## src/hw/rtl/sm3_pkg.sv

```systemverilog
// shared types, constants and round functions for the sm3 hash engine
`default_nettype none
package sm3_pkg;

   localparam int unsigned NumRounds = 64;

   localparam logic [31:0] TLow  = 32'h79CC4519;
   localparam logic [31:0] THigh = 32'h7A879D8A;

   localparam logic [255:0] InitValue =
      256'h7380166F4914B2B9172442D7DA8A0600A96F30BC163138AAE38DEE4DB0FB0E4E;

   localparam logic [7:0] PadByte = 8'h80;

   typedef enum logic [2:0] {
      ST_LOAD,
      ST_START,
      ST_COMP,
      ST_DONE,
      ST_PAD,
      ST_PAD2,
      ST_OUT
   } state_type;

   // controller to datapath commands
   typedef struct packed {
      logic put_byte;
      logic put_pad;
      logic clear_tail;
      logic clear_all;
      logic put_length;
      logic start_comp;
      logic round_step;
      logic finish_comp;
      logic reset_msg;
   } cmd_type;

   // datapath to controller status
   typedef struct packed {
      logic [5:0] byte_pos;
      logic       last_round;
   } status_type;

   function automatic logic [31:0] rotl(input logic [31:0] x, input logic [4:0] n);
      logic [63:0] d;
      d = {x, x} << n;
      return d[63:32];
   endfunction

   function automatic logic [31:0] perm0(input logic [31:0] x);
      return x ^ rotl(x, 5'd9) ^ rotl(x, 5'd17);
   endfunction

   function automatic logic [31:0] perm1(input logic [31:0] x);
      return x ^ rotl(x, 5'd15) ^ rotl(x, 5'd23);
   endfunction

endpackage
`default_nettype wire

```

## src/hw/rtl/sm3_if.sv

```systemverilog
// valid/ready channel interfaces for message requests and digest words
`default_nettype none
interface sm3_req_if;
   logic       valid;
   logic       ready;
   logic [7:0] data_byte;
   logic       byte_valid;
   logic       last_byte;
   modport source (output valid, data_byte, byte_valid, last_byte, input ready);
   modport sink   (input valid, data_byte, byte_valid, last_byte, output ready);
endinterface

interface sm3_rsp_if;
   logic        valid;
   logic        ready;
   logic [31:0] digest_word;
   logic [2:0]  word_index;
   logic        last_word;
   modport source (output valid, digest_word, word_index, last_word, input ready);
   modport sink   (input valid, digest_word, word_index, last_word, output ready);
endinterface
`default_nettype wire

```

## src/hw/rtl/sm3_datapath.sv

```systemverilog
// sm3 datapath: block buffer, expansion window, round logic and chaining value
`default_nettype none
module sm3_datapath (
   input  wire logic             clock,
   input  wire logic             reset,
   input  wire sm3_pkg::cmd_type cmd,
   input  wire logic [7:0]       data_byte,
   input  wire logic [2:0]       out_sel,
   output sm3_pkg::status_type   status,
   output logic [31:0]           out_word
);

   logic [31:0] buf_ff [16];
   logic [31:0] win_ff [16];
   logic [31:0] r_ff   [8];
   logic [31:0] cv_ff  [8];
   logic [63:0] len_ff, len_in;
   logic [5:0]  pos_ff, pos_in;
   logic [5:0]  rnd_ff, rnd_in;

   logic [31:0] w_new, wj, wpj, t_j, a12, ss1, ss2, ff, gg, tt1, tt2, w4;
   logic [3:0]  j4, k4;

   assign j4 = rnd_ff[3:0];
   assign k4 = j4 + 4'd4;

   // W[j+4] from the window, only once the first sixteen words are used up
   assign w_new = sm3_pkg::perm1(win_ff[j4 - 4'd12] ^ win_ff[j4 - 4'd5]
                     ^ sm3_pkg::rotl(win_ff[j4 + 4'd1], 5'd15))
                  ^ sm3_pkg::rotl(win_ff[j4 - 4'd9], 5'd7) ^ win_ff[j4 - 4'd2];
   assign w4  = (rnd_ff >= 6'd12) ? w_new : win_ff[k4];
   assign wj  = win_ff[j4];
   assign wpj = wj ^ w4;
   assign t_j = (rnd_ff < 6'd16) ? sm3_pkg::TLow : sm3_pkg::THigh;
   assign a12 = sm3_pkg::rotl(r_ff[0], 5'd12);
   assign ss1 = sm3_pkg::rotl(a12 + r_ff[4] + sm3_pkg::rotl(t_j, rnd_ff[4:0]), 5'd7);
   assign ss2 = ss1 ^ a12;
   always_comb begin
      if (rnd_ff < 6'd16) begin
         ff = r_ff[0] ^ r_ff[1] ^ r_ff[2];
         gg = r_ff[4] ^ r_ff[5] ^ r_ff[6];
      end else begin
         ff = (r_ff[0] & r_ff[1]) | (r_ff[0] & r_ff[2]) | (r_ff[1] & r_ff[2]);
         gg = (r_ff[4] & r_ff[5]) | (~r_ff[4] & r_ff[6]);
      end
   end
   assign tt1 = ff + r_ff[3] + ss2 + wpj;
   assign tt2 = gg + r_ff[7] + ss1 + wj;

   always_comb begin
      len_in = len_ff;
      pos_in = pos_ff;
      rnd_in = rnd_ff;
      if (cmd.put_byte) begin
         len_in = len_ff + 64'd8;
         pos_in = pos_ff + 6'd1;
      end
      if (cmd.start_comp) rnd_in = '0;
      if (cmd.round_step) rnd_in = rnd_ff + 6'd1;
      if (cmd.reset_msg) begin
         len_in = '0;
         pos_in = '0;
      end
   end

   always_ff @(posedge clock) begin
      if (reset) begin
         len_ff <= '0;
         pos_ff <= '0;
         rnd_ff <= '0;
      end else begin
         len_ff <= len_in;
         pos_ff <= pos_in;
         rnd_ff <= rnd_in;
      end
   end

   // block buffer, length words left to put_length when both are asked
   always_ff @(posedge clock) begin
      if (cmd.put_byte || cmd.put_pad) begin
         logic [7:0]  b;
         logic [3:0]  wi;
         logic [4:0]  sh;
         b  = cmd.put_byte ? data_byte : sm3_pkg::PadByte;
         wi = pos_ff[5:2];
         sh = 5'd24 - {pos_ff[1:0], 3'd0};
         if (pos_ff[1:0] == 2'd0) buf_ff[wi] <= {24'd0, b} << sh;
         else                     buf_ff[wi] <= buf_ff[wi] | ({24'd0, b} << sh);
      end
      if (cmd.clear_tail) begin
         for (int i = 0; i < 16; i++)
            if (4'(i) > pos_ff[5:2] && !(cmd.put_length && i >= 14)) buf_ff[i] <= '0;
      end
      if (cmd.clear_all) begin
         for (int i = 0; i < 16; i++)
            if (!(cmd.put_length && i >= 14)) buf_ff[i] <= '0;
      end
      if (cmd.put_length) begin
         buf_ff[14] <= len_ff[63:32];
         buf_ff[15] <= len_ff[31:0];
      end
   end

   // window and working registers
   always_ff @(posedge clock) begin
      if (cmd.start_comp) begin
         for (int i = 0; i < 16; i++) win_ff[i] <= buf_ff[i];
         for (int i = 0; i < 8; i++)  r_ff[i]   <= cv_ff[i];
      end else if (cmd.round_step) begin
         if (rnd_ff >= 6'd12) win_ff[k4] <= w_new;
         r_ff[3] <= r_ff[2];
         r_ff[2] <= sm3_pkg::rotl(r_ff[1], 5'd9);
         r_ff[1] <= r_ff[0];
         r_ff[0] <= tt1;
         r_ff[7] <= r_ff[6];
         r_ff[6] <= sm3_pkg::rotl(r_ff[5], 5'd19);
         r_ff[5] <= r_ff[4];
         r_ff[4] <= sm3_pkg::perm0(tt2);
      end
   end

   // chaining value
   always_ff @(posedge clock) begin
      if (reset || cmd.reset_msg) begin
         for (int i = 0; i < 8; i++)
            cv_ff[i] <= sm3_pkg::InitValue[255 - 32*i -: 32];
      end else if (cmd.finish_comp) begin
         for (int i = 0; i < 8; i++) cv_ff[i] <= cv_ff[i] ^ r_ff[i];
      end
   end

   assign status.byte_pos   = pos_ff;
   assign status.last_round = (rnd_ff == 6'(sm3_pkg::NumRounds - 1));
   assign out_word          = cv_ff[out_sel];

endmodule
`default_nettype wire

```

## src/hw/rtl/sm3_ctrl.sv

```systemverilog
// sm3 controller: request intake, padding sequence, rounds and digest output
`default_nettype none
module sm3_ctrl (
   input  wire logic               clock,
   input  wire logic               reset,
   sm3_req_if.sink                 req,
   input  wire logic               rsp_ready,
   output logic                    rsp_valid,
   output logic [2:0]              out_sel,
   output logic                    out_last,
   input  wire sm3_pkg::status_type status,
   output sm3_pkg::cmd_type        cmd
);

   sm3_pkg::state_type state_ff, state_in, ret_ff, ret_in;
   logic [2:0] sel_ff, sel_in;

   always_ff @(posedge clock) begin
      if (reset) begin
         state_ff <= sm3_pkg::ST_LOAD;
         ret_ff   <= sm3_pkg::ST_LOAD;
         sel_ff   <= '0;
      end else begin
         state_ff <= state_in;
         ret_ff   <= ret_in;
         sel_ff   <= sel_in;
      end
   end

   always_comb begin
      state_in  = state_ff;
      ret_in    = ret_ff;
      sel_in    = sel_ff;
      cmd       = '0;
      req.ready = 1'b0;
      rsp_valid = 1'b0;
      case (state_ff)
         sm3_pkg::ST_LOAD: begin
            req.ready = 1'b1;
            if (req.valid) begin
               cmd.put_byte = req.byte_valid;
               if (req.byte_valid && status.byte_pos == 6'd63) begin
                  // block full: the last byte is written into the buffer, then ST_START loads the block
                  state_in = sm3_pkg::ST_START;
                  ret_in   = req.last_byte ? sm3_pkg::ST_PAD : sm3_pkg::ST_LOAD;
               end else if (req.last_byte) begin
                  state_in = sm3_pkg::ST_PAD;
               end
            end
         end
         sm3_pkg::ST_PAD: begin
            cmd.put_pad    = 1'b1;
            cmd.clear_tail = 1'b1;
            state_in       = sm3_pkg::ST_START;
            if (status.byte_pos >= 6'd56) begin
               // no room for the length, it goes in a block of its own
               ret_in = sm3_pkg::ST_PAD2;
            end else begin
               cmd.put_length = 1'b1;
               ret_in         = sm3_pkg::ST_OUT;
            end
         end
         sm3_pkg::ST_PAD2: begin
            cmd.clear_all  = 1'b1;
            cmd.put_length = 1'b1;
            ret_in   = sm3_pkg::ST_OUT;
            state_in = sm3_pkg::ST_START;
         end
         sm3_pkg::ST_START: begin
            cmd.start_comp = 1'b1;
            state_in       = sm3_pkg::ST_COMP;
         end
         sm3_pkg::ST_COMP: begin
            cmd.round_step = 1'b1;
            if (status.last_round) state_in = sm3_pkg::ST_DONE;
         end
         sm3_pkg::ST_DONE: begin
            // fold the finished working registers into the chaining value
            cmd.finish_comp = 1'b1;
            sel_in   = '0;
            state_in = ret_ff;
         end
         sm3_pkg::ST_OUT: begin
            rsp_valid = 1'b1;
            if (rsp_ready) begin
               sel_in = sel_ff + 3'd1;
               if (sel_ff == 3'd7) begin
                  cmd.reset_msg = 1'b1;
                  ret_in   = sm3_pkg::ST_LOAD;
                  state_in = sm3_pkg::ST_LOAD;
               end
            end
         end
         default: state_in = sm3_pkg::ST_LOAD;
      endcase
   end

   assign out_sel  = sel_ff;
   assign out_last = (sel_ff == 3'd7);

   property p_no_req_busy;
      @(posedge clock) disable iff (reset)
         state_ff != sm3_pkg::ST_LOAD |-> !req.ready;
   endproperty
   a_no_req_busy: assert property (p_no_req_busy) else $error("request taken while busy");

   a_out_entry: assert property (@(posedge clock) disable iff (reset)
      state_ff == sm3_pkg::ST_OUT && $past(state_ff) != sm3_pkg::ST_OUT
      |-> $past(state_ff) == sm3_pkg::ST_DONE)
      else $error("digest without compression");

   a_out_hold: assert property (@(posedge clock) disable iff (reset)
      rsp_valid && !rsp_ready |=> rsp_valid && $stable(sel_ff))
      else $error("digest word dropped");

endmodule
`default_nettype wire

```

## src/hw/rtl/sm3_hash_engine.sv

```systemverilog
// top level of the sm3 hash engine
// message end: a padding step and one compression follow the ending request, two with long
// padding, one more when the ending request also completes a block; then 8 digest words
// throughput: one request per cycle while filling; no request is taken while a 64-byte
// block is loaded into the window, run through the rounds and folded into the chaining value
// reset: synchronous, restores the standard initial value, zero length and byte position
`default_nettype none
module sm3_hash_engine (
   input  wire logic clock,
   input  wire logic reset,
   sm3_req_if.sink   req,
   sm3_rsp_if.source rsp
);

   sm3_pkg::cmd_type    cmd;
   sm3_pkg::status_type status;
   logic [2:0]          out_sel;
   logic                out_last;
   logic [31:0]         out_word;

   // sequencing of requests, padding and compressions
   sm3_ctrl u_ctrl (
      .clock     (clock),
      .reset     (reset),
      .req       (req),
      .rsp_ready (rsp.ready),
      .rsp_valid (rsp.valid),
      .out_sel   (out_sel),
      .out_last  (out_last),
      .status    (status),
      .cmd       (cmd)
   );

   // storage and round function
   sm3_datapath u_dp (
      .clock     (clock),
      .reset     (reset),
      .cmd       (cmd),
      .data_byte (req.data_byte),
      .out_sel   (out_sel),
      .status    (status),
      .out_word  (out_word)
   );

   // digest words straight from the chaining value
   assign rsp.digest_word = out_word;
   assign rsp.word_index  = out_sel;
   assign rsp.last_word   = out_last;

endmodule
`default_nettype wire
```

## src/flat_wrapper.sv

```systemverilog
// flat-port wrapper written by rule: the top's interface ports become plain ports
module sm3_hash_engine_flat 
  (clock, reset, req_valid, req_data_byte, req_byte_valid, req_last_byte, req_ready, rsp_valid, rsp_digest_word, rsp_word_index, rsp_last_word, rsp_ready);
  sm3_req_if req_i ();
  sm3_rsp_if rsp_i ();
  input  wire logic clock;
  input  wire logic reset;
  input wire logic [$bits(req_i.valid)-1:0] req_valid;
  input wire logic [$bits(req_i.data_byte)-1:0] req_data_byte;
  input wire logic [$bits(req_i.byte_valid)-1:0] req_byte_valid;
  input wire logic [$bits(req_i.last_byte)-1:0] req_last_byte;
  output wire logic [$bits(req_i.ready)-1:0] req_ready;
  output wire logic [$bits(rsp_i.valid)-1:0] rsp_valid;
  output wire logic [$bits(rsp_i.digest_word)-1:0] rsp_digest_word;
  output wire logic [$bits(rsp_i.word_index)-1:0] rsp_word_index;
  output wire logic [$bits(rsp_i.last_word)-1:0] rsp_last_word;
  input wire logic [$bits(rsp_i.ready)-1:0] rsp_ready;
  assign req_i.valid = req_valid;
  assign req_i.data_byte = req_data_byte;
  assign req_i.byte_valid = req_byte_valid;
  assign req_i.last_byte = req_last_byte;
  assign req_ready = req_i.ready;
  assign rsp_valid = rsp_i.valid;
  assign rsp_digest_word = rsp_i.digest_word;
  assign rsp_word_index = rsp_i.word_index;
  assign rsp_last_word = rsp_i.last_word;
  assign rsp_i.ready = rsp_ready;
  sm3_hash_engine u_core (.clock(clock), .reset(reset), .req(req_i), .rsp(rsp_i));
endmodule
```

## config.mk

```make
export PLATFORM = sky130hd
export DESIGN_NAME = sm3_hash_engine_flat
export DESIGN_NICKNAME = d
export VERILOG_FILES = /design/src/hw/rtl/sm3_pkg.sv /design/src/hw/rtl/sm3_if.sv /design/src/hw/rtl/sm3_datapath.sv /design/src/hw/rtl/sm3_ctrl.sv /design/src/hw/rtl/sm3_hash_engine.sv /design/src/flat_wrapper.sv
export SDC_FILE = /design/constraint.sdc
export NUM_CORES = 2
export LEC_CHECK = 0
export BUFFER_PORTS_ARGS = -buffer_cell sky130_fd_sc_hd__buf_2
export CAP_MARGIN = 30
export CORE_UTILIZATION = 56
export DETAILED_ROUTE_END_ITERATION = 12
export PLACE_DENSITY = 0.72
export SLEW_MARGIN = 25
export SYNTH_ARGS = -nofsm -noshare
export SYNTH_HDL_FRONTEND = slang
export SYNTH_HIERARCHICAL = 1
export SYNTH_SLANG_ARGS = --single-unit
```

## constraint.sdc

```tcl
create_clock -name clock -period 13.22 [get_ports clock]
set_input_delay 1.322 -clock clock [delete_from_list [all_inputs] [get_ports clock]]
set_output_delay 1.322 -clock clock [all_outputs]
set_load 0.01 [all_outputs]
```

==> results.sh <==
export IMPL_yosys_warnings=6
export IMPL_cts_sinks=1626
export IMPL_die_area_um2=193000
export IMPL_grt_start_max_net_pins=174
export IMPL_rsz0062_at_grt="no"
export IMPL_cts_setup_buffers=0
export IMPL_syn_nets=8957
export IMPL_clockBufferDepth=3
export IMPL_rows=159
export IMPL_period_needed_ns=10.81
export IMPL_finalCritPeriodShare=0.818
export IMPL_areaGrowthSynthToFinish_pct=8.08
export IMPL_path_max_fanout=35
export IMPL_setup_tns_ns=0
export IMPL_hold_class="flop to flop"
export IMPL_drt_initial_drc_count=13700
export IMPL_cts_buffers=176
export IMPL_worstPathRequired_ns=13.82
export IMPL_finalHoldViolCount=0
export IMPL_wl_per_cell_um=37.3
export IMPL_nNetsFinal=8716
export IMPL_power_density_nw_per_um2=152
export IMPL_hold_buffers=0
export IMPL_place_congestion=1.03
export IMPL_clk_pin_slew_ns=0.07
export IMPL_die_w_um=439
export IMPL_max_freq_mhz=92.5
export IMPL_hold_path_cell_count=2
export IMPL_post_place_ws_ns=2.69
export IMPL_synth_distinct_cells=84
export IMPL_crit_slowest_cell="dfxtp_4"
export IMPL_syn_inst=8641
export IMPL_syn_cell_area_um2=107000
export IMPL_drc=0
export IMPL_clock_skew_ns=0.0435
export IMPL_cp_arrival_ns=11.41
export IMPL_grt_overflow=0
export IMPL_initial_core_util=0.567
export IMPL_cts_root_buf="clkbuf_16"
export IMPL_dp_hpwl_mm=268
export IMPL_crit_path_end_kind="flop"
export IMPL_drt_pass1_iter_count=8
export IMPL_grt_pass1_wl_mm=575
export IMPL_die_h_um=439
export IMPL_crit_type="flop to flop"
export IMPL_cts_resized=0
export IMPL_htree_levels=4
export IMPL_outcome="finished clean"
export IMPL_core_area_um2=189000
export IMPL_synth_edf_count=1088
export IMPL_via_per_inst=7.29
export IMPL_grt_pass1_vias=76900
export IMPL_layout_commonest_cell="edfxtp_1"
export IMPL_ys_ff_latch=1626
export IMPL_mostFrequentLayoutCells="1088 x edfxtp_1, 1018 x mux4_2, 959 x nand2_1, 766 x nor2_1, 557 x mux2_2"
export IMPL_vias=80600
export IMPL_ant_nets=0
export IMPL_layout_drive_gt1_share=0.271
export IMPL_antenna_found_initial=15
export IMPL_dpl_cell_count=10700
export IMPL_worst_slew_pin_slew_ns=1.15
export IMPL_worstSetupStartpointType="flop"
export IMPL_drv_slew=0
export IMPL_p_leak_uw=0.0397
export IMPL_yosysSeqAreaShare=0.407
export IMPL_reg2reg_depth=35
export IMPL_io_buffers=51
export IMPL_synth_async_reset_ratio=0
export IMPL_setup_viol=0
export IMPL_insertion_delay_ns=0.89
export IMPL_slowest_delay_ns=0.78
export IMPL_io_pins=52
export IMPL_critPathMostFrequentCell="fa_1"
export IMPL_grt_use_total=0.425
export IMPL_final_cells=11100
export IMPL_cts_tree="done"
export IMPL_n_fill_cell=14500
export IMPL_setup_slack_ns=2.41
export IMPL_postSynthAreaPerCell_um2=12.4
export IMPL_postLayoutCellArea_um2=115000
export IMPL_ir_worst_vdd_v=0.000212
export IMPL_maxSlewHeadroom=0.231
export IMPL_routed_wl_mm=412
export IMPL_finalCoreUtilization=0.612
export IMPL_placement_cell_area_um2=109000
export IMPL_cap_violations=0
export IMPL_ys_flop_type="edfxtp_1"
-- final cells by class --
type | count | area (µm²) | share of cell area
multi-input combinational | 5989 | 59600 | 0.516
sequential | 1626 | 43500 | 0.377
clock buffer | 247 | 5030 | 0.0436
tap | 2495 | 3120 | 0.0270
timing repair buffer | 255 | 2030 | 0.0176
inverter | 352 | 1330 | 0.0115
clock inverter | 84 | 871 | 0.00754
antenna | 15 | 37.5 | 0.000325
-- stage by stage --
stage | hold slack, ns | power (µW)
2_1_floorplan | 0.443 | 10500
3_3_place_gp | 0.455 | 12300
3_5_place_dp | 0.457 | 12300
4_1_cts | 0.469 | 17300
5_1_grt | 0.493 | 18100
6_report | 0.471 | 17500
-- flip-flops by register name, indices dropped and copies added, names as in the netlist, named ones only --
register / flops
u_core/u_dp/buf_ff: 512
u_core/u_dp/win_ff: 512
u_core/u_dp/cv_ff: 256
u_core/u_dp/r_ff: 256
u_core/u_dp/len_ff: 61
u_core/u_dp/pos_ff: 6
u_core/u_dp/rnd_ff: 6
u_core/u_ctrl/out_sel: 3
u_core/u_ctrl/ret_ff: 3
u_core/u_ctrl/state_ff: 3
-- synth_stat cells, types with 35 or more instances --
library cell / count / area [µm²]
xnor2_1: 538 / 4710
nor2_1: 775 / 2910
clkbuf_1: 459 / 1720
a31oi_1: 47 / 294
a21o_1: 49 / 368
buf_2: 90 / 450
nor3_1: 35 / 175
fa_1: 188 / 3760
ha_1: 114 / 1430
mux4_2: 1018 / 22900
a21oi_1: 125 / 626
nand2_1: 977 / 3670
o211ai_1: 36 / 270
xor2_1: 105 / 920
buf_1: 61 / 229
nand3_1: 78 / 390
o21ai_0: 329 / 1650
dfxtp_1: 538 / 10800
edfxtp_1: 1088 / 32700
mux2_2: 557 / 6270
xnor2_2: 92 / 1500
mux2i_1: 88 / 881
buf_6: 36 / 405
and2_1: 45 / 282
a211oi_1: 487 / 3660
inv_1: 348 / 1310
-- logic make-up after synthesis --
logic type | Yosys count | share of synthesized area
flip-flops | 1626 | 0.407
adder cells (fa/ha/maj) | 303 | 0.0487
multiplexers | 1664 | 0.282
AND/OR/NAND/NOR | 2053 | 0.0783
XOR/XNOR | 744 | 0.0686
AO/OA/AOI/OAI | 1225 | 0.0757
buffers and inverters | 1026 | 0.0406
-- critical path, delay by kind of cell, from the launching register on --
family | cells | cell delay, ns
mux | 2 | 0.48
simple gates | 3 | 0.62
xor+xnor | 3 | 0.72
buf+inv | 4 | 0.85
fa+ha+maj | 7 | 2.70
compound gates | 16 | 4.36
flops | 1 | 0.78
-- final timing paths --
path         slack, ns                                   end                                  from
min               0.47  u_core/u_ctrl/ret_ff[0]$_SDFFE_PP0P_  u_core/u_ctrl/ret_ff[0]$_SDFFE_PP0P_
max reg2reg       2.41      u_core/u_dp/r_ff[1][8]$_DFFE_PP_    u_core/u_dp/rnd_ff[0]$_SDFFE_PP0N_
max               2.41      u_core/u_dp/r_ff[1][8]$_DFFE_PP_    u_core/u_dp/rnd_ff[0]$_SDFFE_PP0N_
min reg2reg       0.47  u_core/u_ctrl/ret_ff[0]$_SDFFE_PP0P_  u_core/u_ctrl/ret_ff[0]$_SDFFE_PP0P_
-- metal layers --
layer	vias up	GRT usage	wire (µm)
li1	31900	-	-
met1	39900	0.510	134000
met2	7073	0.624	179000
met3	1767	0.153	59200
met4	14	0.331	39200
met5	-	0	84
-- report_power, final --
group	switching [µW]	internal (µW)
sequential	178	5610
combinational	4090	2550
clock	2220	2860
total	6480	11000
(Power assumes the default switching activity.)
